**config.mk**
```make
export PLATFORM = sky130hd
export DESIGN_NAME = scfa_ram
export DESIGN_NICKNAME = d
export VERILOG_FILES = /design/src/rtl/scfa_ram.sv
export SDC_FILE = /design/constraint.sdc
export NUM_CORES = 1
export LEC_CHECK = 0
export BUFFER_PORTS_ARGS = -buffer_cell sky130_fd_sc_hd__buf_4
export CAP_MARGIN = 20
export CORE_UTILIZATION = 45
export CTS_CLUSTER_SIZE = 28
export DETAILED_ROUTE_END_ITERATION = 16
export RECOVER_POWER = 50
export SLEW_MARGIN = 20
export SYNTH_ARGS = -nofsm -noshare
export SYNTH_HDL_FRONTEND = slang
export SYNTH_SLANG_ARGS = --single-unit
```
**constraint.sdc**
```tcl
create_clock -name clk -period 7.9 [get_ports clk]
set_input_delay 0.79 -clock clk [delete_from_list [all_inputs] [get_ports clk]]
set_output_delay 0.79 -clock clk [all_outputs]
set_load 0.01 [all_outputs]
```
**src/rtl/scfa_ram.sv**
```systemverilog
// Generic simple dual-port RAM: one write port, one read port, registered read.
// No dependencies.
module scfa_ram #(
  parameter int DEPTH = 16,
  parameter int WIDTH = 32,
  localparam int AW   = (DEPTH > 1) ? $clog2(DEPTH) : 1
) (
  input  logic             clk,
  input  logic             we,
  input  logic [AW-1:0]    waddr,
  input  logic [WIDTH-1:0] wdata,
  input  logic             re,
  input  logic [AW-1:0]    raddr,
  output logic [WIDTH-1:0] rdata
);

  logic [WIDTH-1:0] mem [DEPTH];
  logic [WIDTH-1:0] rdata_r;

  always_ff @(posedge clk) begin
    if (we) begin
      mem[waddr] <= wdata;
    end
  end

  // read data holds until the next read enable
  always_ff @(posedge clk) begin
    if (re) begin
      rdata_r <= mem[raddr];
    end
  end

  assign rdata = rdata_r;

endmodule

```
==> run_results.csv <==
group,metric,value,unit
yosys,ys_seq_area_share,80.97,%
run_status,status,"finished, violations left",
sta,worstMarginPinSlew,2.895,ns
run,cap_violations,1,
yosys,synth_common_cells,"edfxtp_1, mux4_2, a22oi_1, nand2_1, clkbuf_1",
setup_path,worstSetupPathType,"in -> reg",
sta,fin_worst_skew,0.008214,ns
yosys,synth_edf_count,544,
setup_path,slowest_stage,"nor2_1",
cts,path_clk_slew,0.06,ns
setup_path,r2r-end,"rdata[6]$_DFFE_PP_",
grt,grt_pass1_vias,9457,
setup_path,cp_data_required_time,8.11,ns
finish,antennaDiodeCount,0,
routing,detail_route.wl_per_cell,26.69,µm
finish,fillerInstances,3391,
cts,cts-htree-levels,2,
yosys,synth_cells,838,
sta,fin_crit,2.984,ns
placement,port_buffers,74,
setup_path,rr_worst_depth,3,
die,dieWidth,213.7,µm
yosys,ys_async_sr_fraction,0,%
cts,cts_tree,"built",
sta,grt_setup_unrepaired,"no",
yosys,synth_fp_nets,881,
power,power.total,6.078,mW
routing,drc,0,
grt,antenna_found_initial,1,
yosys,synth_top_area_share,80.97,%
die,num_io_pins,75,
sta,hold_violations,0,
run_status,violations,"capacitance limit, slew limit",
yosys,synth_warnings,0,
yosys,ys_ff_latch,544,
setup_path,critPathMaxFanout,21,
routing,totalWireLength,42310,µm
die,die_area,0.04568,mm²
cts,post-cts-setup-buffers,0,
finish,multi_input_area,0.003736,mm²
setup_path,slowest_delay,1.16,ns
placement,routabilityCongestion,0.7062,
power,powerDensity,262.4,mW/mm²
sta,slew_violations,33,
worst_hold_path,min_from,"wdata[31]",
yosys,yosysMostFrequentCell,"edfxtp_1",
routing,dr.pass1.iters,6,
yosys,yosys_most_used_dff,"edfxtp_1",
yosys,synth.avg_cell_area,24.07,µm²
cts,cts-root-buf,"clkbuf_16",
yosys,synthesis.area,0.02017,mm²
setup_path,worstPathCellList,"clkbuf_1 -> nand2_1 -> nor2_1 -> buf_4",
setup_path,endpoint_kind,"flip-flop",
cts,cts_resized,0,
grt,grt_max_degree,73,
grt,grt_first_pass_wirelength,61910,µm
cts,clockBufferDepth,3,
yosys,synthTopCellsByArea,"edfxtp_1, mux4_2, a22oi_1, nand2_1, buf_4",
yosys,synth_cell_types,17,
setup_path,startpoint,"waddr[0]",
finish,fin_nets,991,
sta,fin_setup_tns,0,ns
sta,max_slew_margin,-93.02,%
finish,regArea,0.01634,mm²
power,power.leakage,7.279,nW
cts,cts_sinks,544,
die,initial_core_util,45.62,%
grt,grt_usage,19.35,%
cts,cts_buffers,55,
worst_hold_path,hp-class,"in -> reg",
routing,antenna_left,0,
die,placementRows,77,
setup_path,r2r_slack,6.44,ns
finish,layout-drive-gt1-share,28.50,%
die,die_height,213.7,µm
setup_path,r2r_start,"mem[11][6]$_DFFE_PP_",
power,irDropWorstVdd,0.1433,mV
placement,hpwl,19130,µm
routing,avgViaCountPerCell,5.743,
worst_hold_path,min_to,"mem[8][31]$_DFFE_PP_",
grt,overflow,0,
yosys,yosys.area.top_type,"edfxtp_1",
sta,period_share,37.77,%
setup_path,start_kind,"primary input",
sta,setup_viol_count_final,0,
cts,clkLatencyLatePin,0.58,ns
worst_hold_path,min_path_cells,1,
routing,drt_iter0_markers,950,
routing,vias,9102,
sta,fmax,335.2,MHz
setup_path,worstPathArrival,3.20,ns
cts,ctsHoldBuffers,0,
die,coreArea,0.04422,mm²
finish,area_delta_synth_final,14.81,%
[worst max path at each step]
| stage | end | slack, ns | cells after the start |
|---|---|---|---|
| 6_report | mem[7][12]$_DFFE_PP_ | 4.92 | 4 |
| 4_1_cts | rdata[17]$_DFFE_PP_ | 5.00 | 5 |
| 3_3_place_gp | rdata[18]$_DFFE_PP_ | 4.43 | 5 |
| 5_1_grt | mem[7][7]$_DFFE_PP_ | 4.81 | 4 |
| 3_5_place_dp | rdata[17]$_DFFE_PP_ | 4.39 | 5 |
| 2_1_floorplan | mem[0][0]$_DFFE_PP_ | 3.93 | 2 |
[state kept, by name, summed over array words and instances, names as in the netlist]
| signal | count |
|---|---|
| mem | 512 |
| rdata | 32 |
[layout by cell type, fill, tap and decap left out]
master,Yosys,layout
clkbuf_1,17,48
nor3_2,0,4
clkinvlp_4,0,2
nand2b_1,2,2
nand3b_1,2,2
inv_6,0,1
edfxtp_1,544,544
and2_4,0,1
buf_4,11,61
nor2_1,13,2
or3b_2,1,1
clkinv_1,0,14
bufinv_16,0,5
clkbuf_16,0,57
a22oi_1,64,64
nor2_4,0,11
nand3_1,1,1
mux4_2,128,128
nor2b_4,0,2
clkbuf_8,0,1
clkinv_2,0,9
nand2_1,33,33
[layout make-up]
class / count / area share (%)
clock buffers: 71 / 6.385
multi-input cells: 251 / 16.13
well taps: 592 / 3.198
flip-flops and latches: 544 / 70.53
clock inverters: 31 / 1.172
repair buffers: 96 / 2.588
[report_power, final]
part	internal [mW]	leakage, nW	switching, mW
sequential	3.25	4.94	0.0182
combinational	0.115	1.48	0.165
clock	1.48	0.852	1.05
total	4.85	7.28	1.23
[per-stage QoR]
step / util, % / cell area [µm²] / instances / hold slack (ns) / worst slack (ns)
floorplan: - / 20170 / 838 / 0.7103 / 3.930
global placement: 48.74 / 21550 / 1483 / 0.7228 / 4.431
detailed placement: 48.74 / 21550 / 1483 / 0.7298 / 4.387
CTS: 52.70 / 23300 / 1585 / 0.4751 / 5.001
global route: 52.38 / 23160 / 1585 / 0.7191 / 4.814
finish: 52.38 / 23160 / 1585 / 0.7063 / 4.916
[cells by family (layout without fill, tap and decap cells)]
kind of cell | Yosys count | count (layout) | share of synthesized area, %
DFF | 544 | 544 | 80.97
muxes | 128 | 128 | 14.29
AOI/OAI and AO/OA | 64 | 64 | 2.382
and+or+nand+nor | 59 | 59 | 1.253
buffers and inverters | 43 | 198 | 1.104
[critical path, delay by kind of cell]
| kind | cells | cell delay [ns] |
|---|---|---|
| buffers and inverters | 2 | 0.91 |
| AND/OR/NAND/NOR | 2 | 1.47 |
[metal layers]
layer  part of all wire, %  track usage, %  vias to the layer above
met5                 0.033               0                        -
met4                   1.6           4.852                        2
met3                   5.8           2.973                       53
met2                    48           30.05                      292
met1                    45           29.03                     4933
li1                      -               -                     3822
No activity file was read; power rests on OpenSTA's default activity.
