## config.mk

```make
export PLATFORM = sky130hd
export DESIGN_NAME = scfa_class_map
export DESIGN_NICKNAME = d
export VERILOG_FILES = /design/src/rtl/scfa_pkg.sv /design/src/rtl/scfa_class_map.sv
export SDC_FILE = /design/constraint.sdc
export NUM_CORES = 1
export LEC_CHECK = 0
export BUFFER_PORTS_ARGS = -buffer_cell sky130_fd_sc_hd__buf_4
export CAP_MARGIN = 15
export CELL_PAD_IN_SITES_DETAIL_PLACEMENT = 1
export CELL_PAD_IN_SITES_GLOBAL_PLACEMENT = 1
export CORE_ASPECT_RATIO = 1.5
export CORE_MARGIN = 2
export CORE_UTILIZATION = 33
export DETAILED_ROUTE_END_ITERATION = 10
export PLACE_DENSITY_LB_ADDON = 0.1
export REMOVE_ABC_BUFFERS = 1
export SLEW_MARGIN = 20
export SYNTH_ARGS = -nofsm -noshare
export SYNTH_HDL_FRONTEND = slang
export SYNTH_SLANG_ARGS = --single-unit
```

## constraint.sdc

```tcl
create_clock -name vclk -period 2.25
set_input_delay 0 -clock vclk [all_inputs]
set_output_delay 0 -clock vclk [all_outputs]
set_load 0.01 [all_outputs]
```

## src/rtl/scfa_pkg.sv

```systemverilog
// Shared constants, types and codes for the size-class free-list allocator.
// No dependencies; the interfaces, class map and core import this package.
package scfa_pkg;

  localparam int NUM_CLASSES       = 13;
  localparam int ENTRIES_PER_CLASS = 16;
  localparam int MIN_CLASS_LOG2    = 16;

  localparam int SIZE_W    = 29;
  localparam int BADDR_W   = 32;
  localparam int CLASS_W   = 4;
  localparam int STATUS_W  = 3;
  localparam int LOG2_W    = 5;

  localparam int CLS_IDX_W = (NUM_CLASSES > 1) ? $clog2(NUM_CLASSES) : 1;
  localparam int FILL_W    = $clog2(ENTRIES_PER_CLASS + 1);
  localparam int STORE_DEPTH  = NUM_CLASSES * ENTRIES_PER_CLASS;
  localparam int STORE_ADDR_W = (STORE_DEPTH > 1) ? $clog2(STORE_DEPTH) : 1;

  localparam logic [SIZE_W-1:0] SIZE_LIMIT = SIZE_W'(1) << 28;

  localparam logic OP_ALLOC = 1'b0;
  localparam logic OP_FREE  = 1'b1;

  typedef enum logic [STATUS_W-1:0] {
    ST_SERVED   = 3'd0,
    ST_EMPTY    = 3'd1,
    ST_FREED    = 3'd2,
    ST_FULL     = 3'd3,
    ST_SIZE_ERR = 3'd4
  } status_t;

  typedef struct packed {
    logic                err;
    logic [CLASS_W-1:0]  cls;
    logic [SIZE_W-1:0]   backing;
  } cls_info_t;

endpackage

```

## src/rtl/scfa_class_map.sv

```systemverilog
// Maps a byte size to its size class, backing block size and error flag.
// Depends on scfa_pkg.
module scfa_class_map import scfa_pkg::*; (
  input  logic [SIZE_W-1:0] size,
  output cls_info_t         info
);

  // ceiling log2: bit length of (size-1), zero for sizes 0 and 1
  function automatic logic [LOG2_W-1:0] ceil_log2(input logic [SIZE_W-1:0] v);
    logic [SIZE_W-1:0] m;
    logic [LOG2_W-1:0] lg;
    m  = v - SIZE_W'(1);
    lg = '0;
    if (v > SIZE_W'(1)) begin
      for (int i = 0; i < SIZE_W; i++) begin
        if (m[i]) lg = LOG2_W'(i + 1);
      end
    end
    return lg;
  endfunction

  logic [LOG2_W-1:0] lg_raw;
  logic [LOG2_W-1:0] lg;
  logic [LOG2_W-1:0] cls_full;
  logic              err;

  always_comb begin
    lg_raw   = ceil_log2(size);
    lg       = (lg_raw < LOG2_W'(MIN_CLASS_LOG2)) ? LOG2_W'(MIN_CLASS_LOG2) : lg_raw;
    cls_full = lg - LOG2_W'(MIN_CLASS_LOG2);
    err      = (size > SIZE_LIMIT) || (cls_full >= LOG2_W'(NUM_CLASSES));
    info.err = err;
    if (err) begin
      info.cls     = '0;
      info.backing = '0;
    end else begin
      info.cls     = CLASS_W'(cls_full);
      info.backing = SIZE_W'(1) << lg;
    end
  end

endmodule

```

==> metrics, run 1 <==
Synth area leaders buf_4 (7.3%), nor2_1 (5.2%), nor4_1 (5.0%); netlist area before placement 1740 um^2; Syn Inst Count 261; Yosys top cell area share 7.32%; HPWL after detailed placement 6.85 mm; post-GRT worst EP info[25]; Synth area leader buf_4; antenna violations before repair 0; Rows 32; sequential share of the synthesized area 0%; synth warn 0; cts hold-fix bufs 0; Unique masters post-synth 68; first error [ERROR DPL-0033] detailed placement checks failed during check placement.; chip height 93.0 um; status aborted with a tool error; PortBufs 47; syn_area_per_cell 6.68 um^2; Initial Util 34.0%; placed insts 454; largest net degree at the start of global routing 11; DP Worst Slack -408 ps; RePlAce Congestion 0.829; failing step global routing (5_1_grt); DP Area 2770 um^2; Die Wd 63.4 um; # IOs 63; Worst EP kind primary output
## cells by family after synthesis
kind of cell,after synthesis,synth area share [%]
adder cells (fa/ha/maj),4,2.87
multiplexers,2,1.36
other,1,0.215
AO/OA/AOI/OAI,64,29.1
XOR/XNOR,11,5.52
AND/OR/NAND/NOR,136,47.3
buffers and inverters,43,13.6
## Yosys cell counts (4+ instances only)
cell and instances:
or3_1 6, clkbuf_1 11, nor2b_1 7, nor3_1 15, inv_1 11, o21ai_0 8
ha_1 4, nor4_1 14, o31ai_1 6, xnor2_1 8, a21oi_1 5, nand2_1 15
nand3_1 8, a31oi_1 8, nand4_1 6, nand4b_1 4, buf_4 17, nor4b_1 4
nor2_1 24
## through the flow
stage	util [%]	setup TNS (ps)	hold WS, ps
after CTS	61.6	-1460	532
after detailed placement	54.0	-5150	580
after global placement	54.0	-4310	578
after floorplan	-	-4380	202
## repair_timing
action	in CTS
setup buffers	10
hold endpoints to repair	0
endpoints found under the setup margin	18
resized for setup	66
pin swaps	23
cloned	1
==> inputs of run 2 (changes only) <==
--- a/config.mk
+++ b/config.mk
@@ -7,13 +7,10 @@
 export LEC_CHECK = 0
 export BUFFER_PORTS_ARGS = -buffer_cell sky130_fd_sc_hd__buf_4
 export CAP_MARGIN = 15
-export CELL_PAD_IN_SITES_DETAIL_PLACEMENT = 1
-export CELL_PAD_IN_SITES_GLOBAL_PLACEMENT = 1
-export CORE_ASPECT_RATIO = 1.5
 export CORE_MARGIN = 2
-export CORE_UTILIZATION = 33
+export CORE_UTILIZATION = 40
 export DETAILED_ROUTE_END_ITERATION = 10
-export PLACE_DENSITY_LB_ADDON = 0.1
+export PLACE_DENSITY_LB_ADDON = 0.15
 export REMOVE_ABC_BUFFERS = 1
 export SLEW_MARGIN = 20
 export SYNTH_ARGS = -nofsm -noshare
==> constraint.sdc (replaced) <==
create_clock -name vclk -period 2.9
set_input_delay 0 -clock vclk [all_inputs]
set_output_delay 0 -clock vclk [all_outputs]
set_load 0.01 [all_outputs]
==> run 2 against run 1 <==
Against the previous run: the run now ends clean; synthesized area is the same; synthesized cell count is the same.
==> metrics, run 2 <==
max-slew violation count 0; Hold Path Class in2out; syn_area_per_cell 6.68 um^2; Pwr per Cell Area 108 nW/um^2; Synth area leader buf_4; netlist area before placement 1740 um^2; Fin. Hold Viols 0; nets 337; Peak Freq 362 MHz; Final ANT Viol Nets 0; leading cell types in the layout, fill and taps excluded buf_4 (58), nor2_1 (24), conb_1 (16), nor3_1 (15), nand2_1 (15); commonest non-fill, non-tap cell in the layout buf_4; Tmin final 2760 ps; worst slew pin tran 560 ps; PortBufs 47; CP Launch Type input port; clk_buf instances 0; crit-path max FO 8; die area 4900 um^2; Vias/cell 5.82; Rows 24; simple logic cell fraction of the synthesized area 47.3%; post-synthesis adder-cell area fraction 2.87%; gr usage total 20.1%; Synth area leaders buf_4 (7.3%), nor2_1 (5.2%), nor4_1 (5.0%); list of most frequent post-synthesis cells nor2_1 (24), buf_4 (17), nand2_1 (15), nor3_1 (15), nor4_1 (14); DP Area 2110 um^2; DRC 0; placed insts 354; post-synthesis compound-gate area fraction 29.1%; GR Overflow Total 0; HPWL after detailed placement 4.19 mm; Unique masters post-synth 68; cts hold-fix bufs 0; CP startpoint size[8]; layout cells sized above 1 26.2%; sequential share of the synthesized area 0%; synth warn 0; DP Worst Slack 146 ps; Pleak 0.804 nW; chip height 70.0 um; # diodes 0; fin crit share 95.2%; RePlAce Congestion 0.868; RSZ-0062 raised after global routing false; count of final setup violators 0; critical path required time 2900 ps; largest family of logic cells by synthesized area simple AND/OR/NAND/NOR gates; worst IR drop on VDD 62.0 uV; mux contribution to synthesized area 1.36%; sequential cells 0; final cell area excluding filler cells 2120 um^2; antenna violations before repair 0; Die Wd 70.0 um; # IOs 63; xor-xnor portion of the synthesized cell area 5.52%; global-route wire length before repair 8.51 mm; Synth-to-Final Area Change 21.6%; fin util 49.7%; First-pass DRT Iterations 4; Crit Path Category in2out; setup_tns 0 ps; slack of the critical path 138 ps; post-CTS setup buffer count 0; most common cell in the synthesized netlist nor2_1; Max-Cap Viols 0; Initial Util 40.9%; Worst setup EP type output port; vias in the first global route 1,859; hold_sp size[27]; largest net degree at the start of global routing 14; vias after detailed routing 2,061; Routed WL 5.11 mm; Initial DRC Count 213; status finished clean; relative slew slack 62.3%; register area 0 um^2; Yosys top cell area share 7.32%; Syn Inst Count 261; Core ar. 4260 um^2; CP arrival 2760 ps; post-DR wirelength/cell 14.4 um; Finished Layout Cells 354; Gates resized, CTS repair 0
-- run 2: layout make-up --
| cell class | instances | area [um^2] |
|---|---|---|
| tap | 52 | 65.1 |
| multi-input combinational | 233 | 1580 |
| timing repair buffer | 58 | 435 |
| inverter | 11 | 41.3 |
| fill | 463 | 2140 |
-- run 2: layer usage --
metal / track usage [%] / vias to the layer above / part of all wire (%)
li1: - / 1067 / -
met1: 28.4 / 928 / 46
met2: 34.4 / 60 / 48
met3: 0.866 / 6 / 4.7
met4: 3.21 / 0 / 1.2
met5: 0 / - / 0
-- run 2: worst paths after layout --
path | endpoint | cells after the start
max | info[25] | 9
min | info[33] | 4
-- run 2: cells by family after synthesis --
| family | count (synthesis) |
|---|---|
| AOI/OAI and AO/OA | 64 |
| xor gates and xnor gates | 11 |
| adders and majority gates | 4 |
| buffers and inverters | 43 |
| muxes | 2 |
| other | 1 |
| and+or+nand+nor | 136 |
-- run 2: report_power, final --
group	leakage (nW)	total, mW	internal, mW	switching, mW
clock network	0	0	0	0
logic	0.804	0.229	0.0929	0.136
registers	0	0	0	0
total	0.804	0.229	0.0929	0.136
-- run 2: critical path, stage by stage --
cell and delay (ps):
buf_4 150, or4_1 680, nor4_4 400, nand3_1 160
mux2i_2 340, nand2_2 140, o31a_4 420, nor4_1 300
buf_4 170
-- run 2: through the flow --
stage	total power [mW]	hold slack, ps
after floorplan	0.115	202
after global placement	0.224	430
after CTS	0.225	429
final	0.229	423
after detailed placement	0.225	429
after global routing	0.251	470
Note: power is estimated with default switching activity, not from simulation.
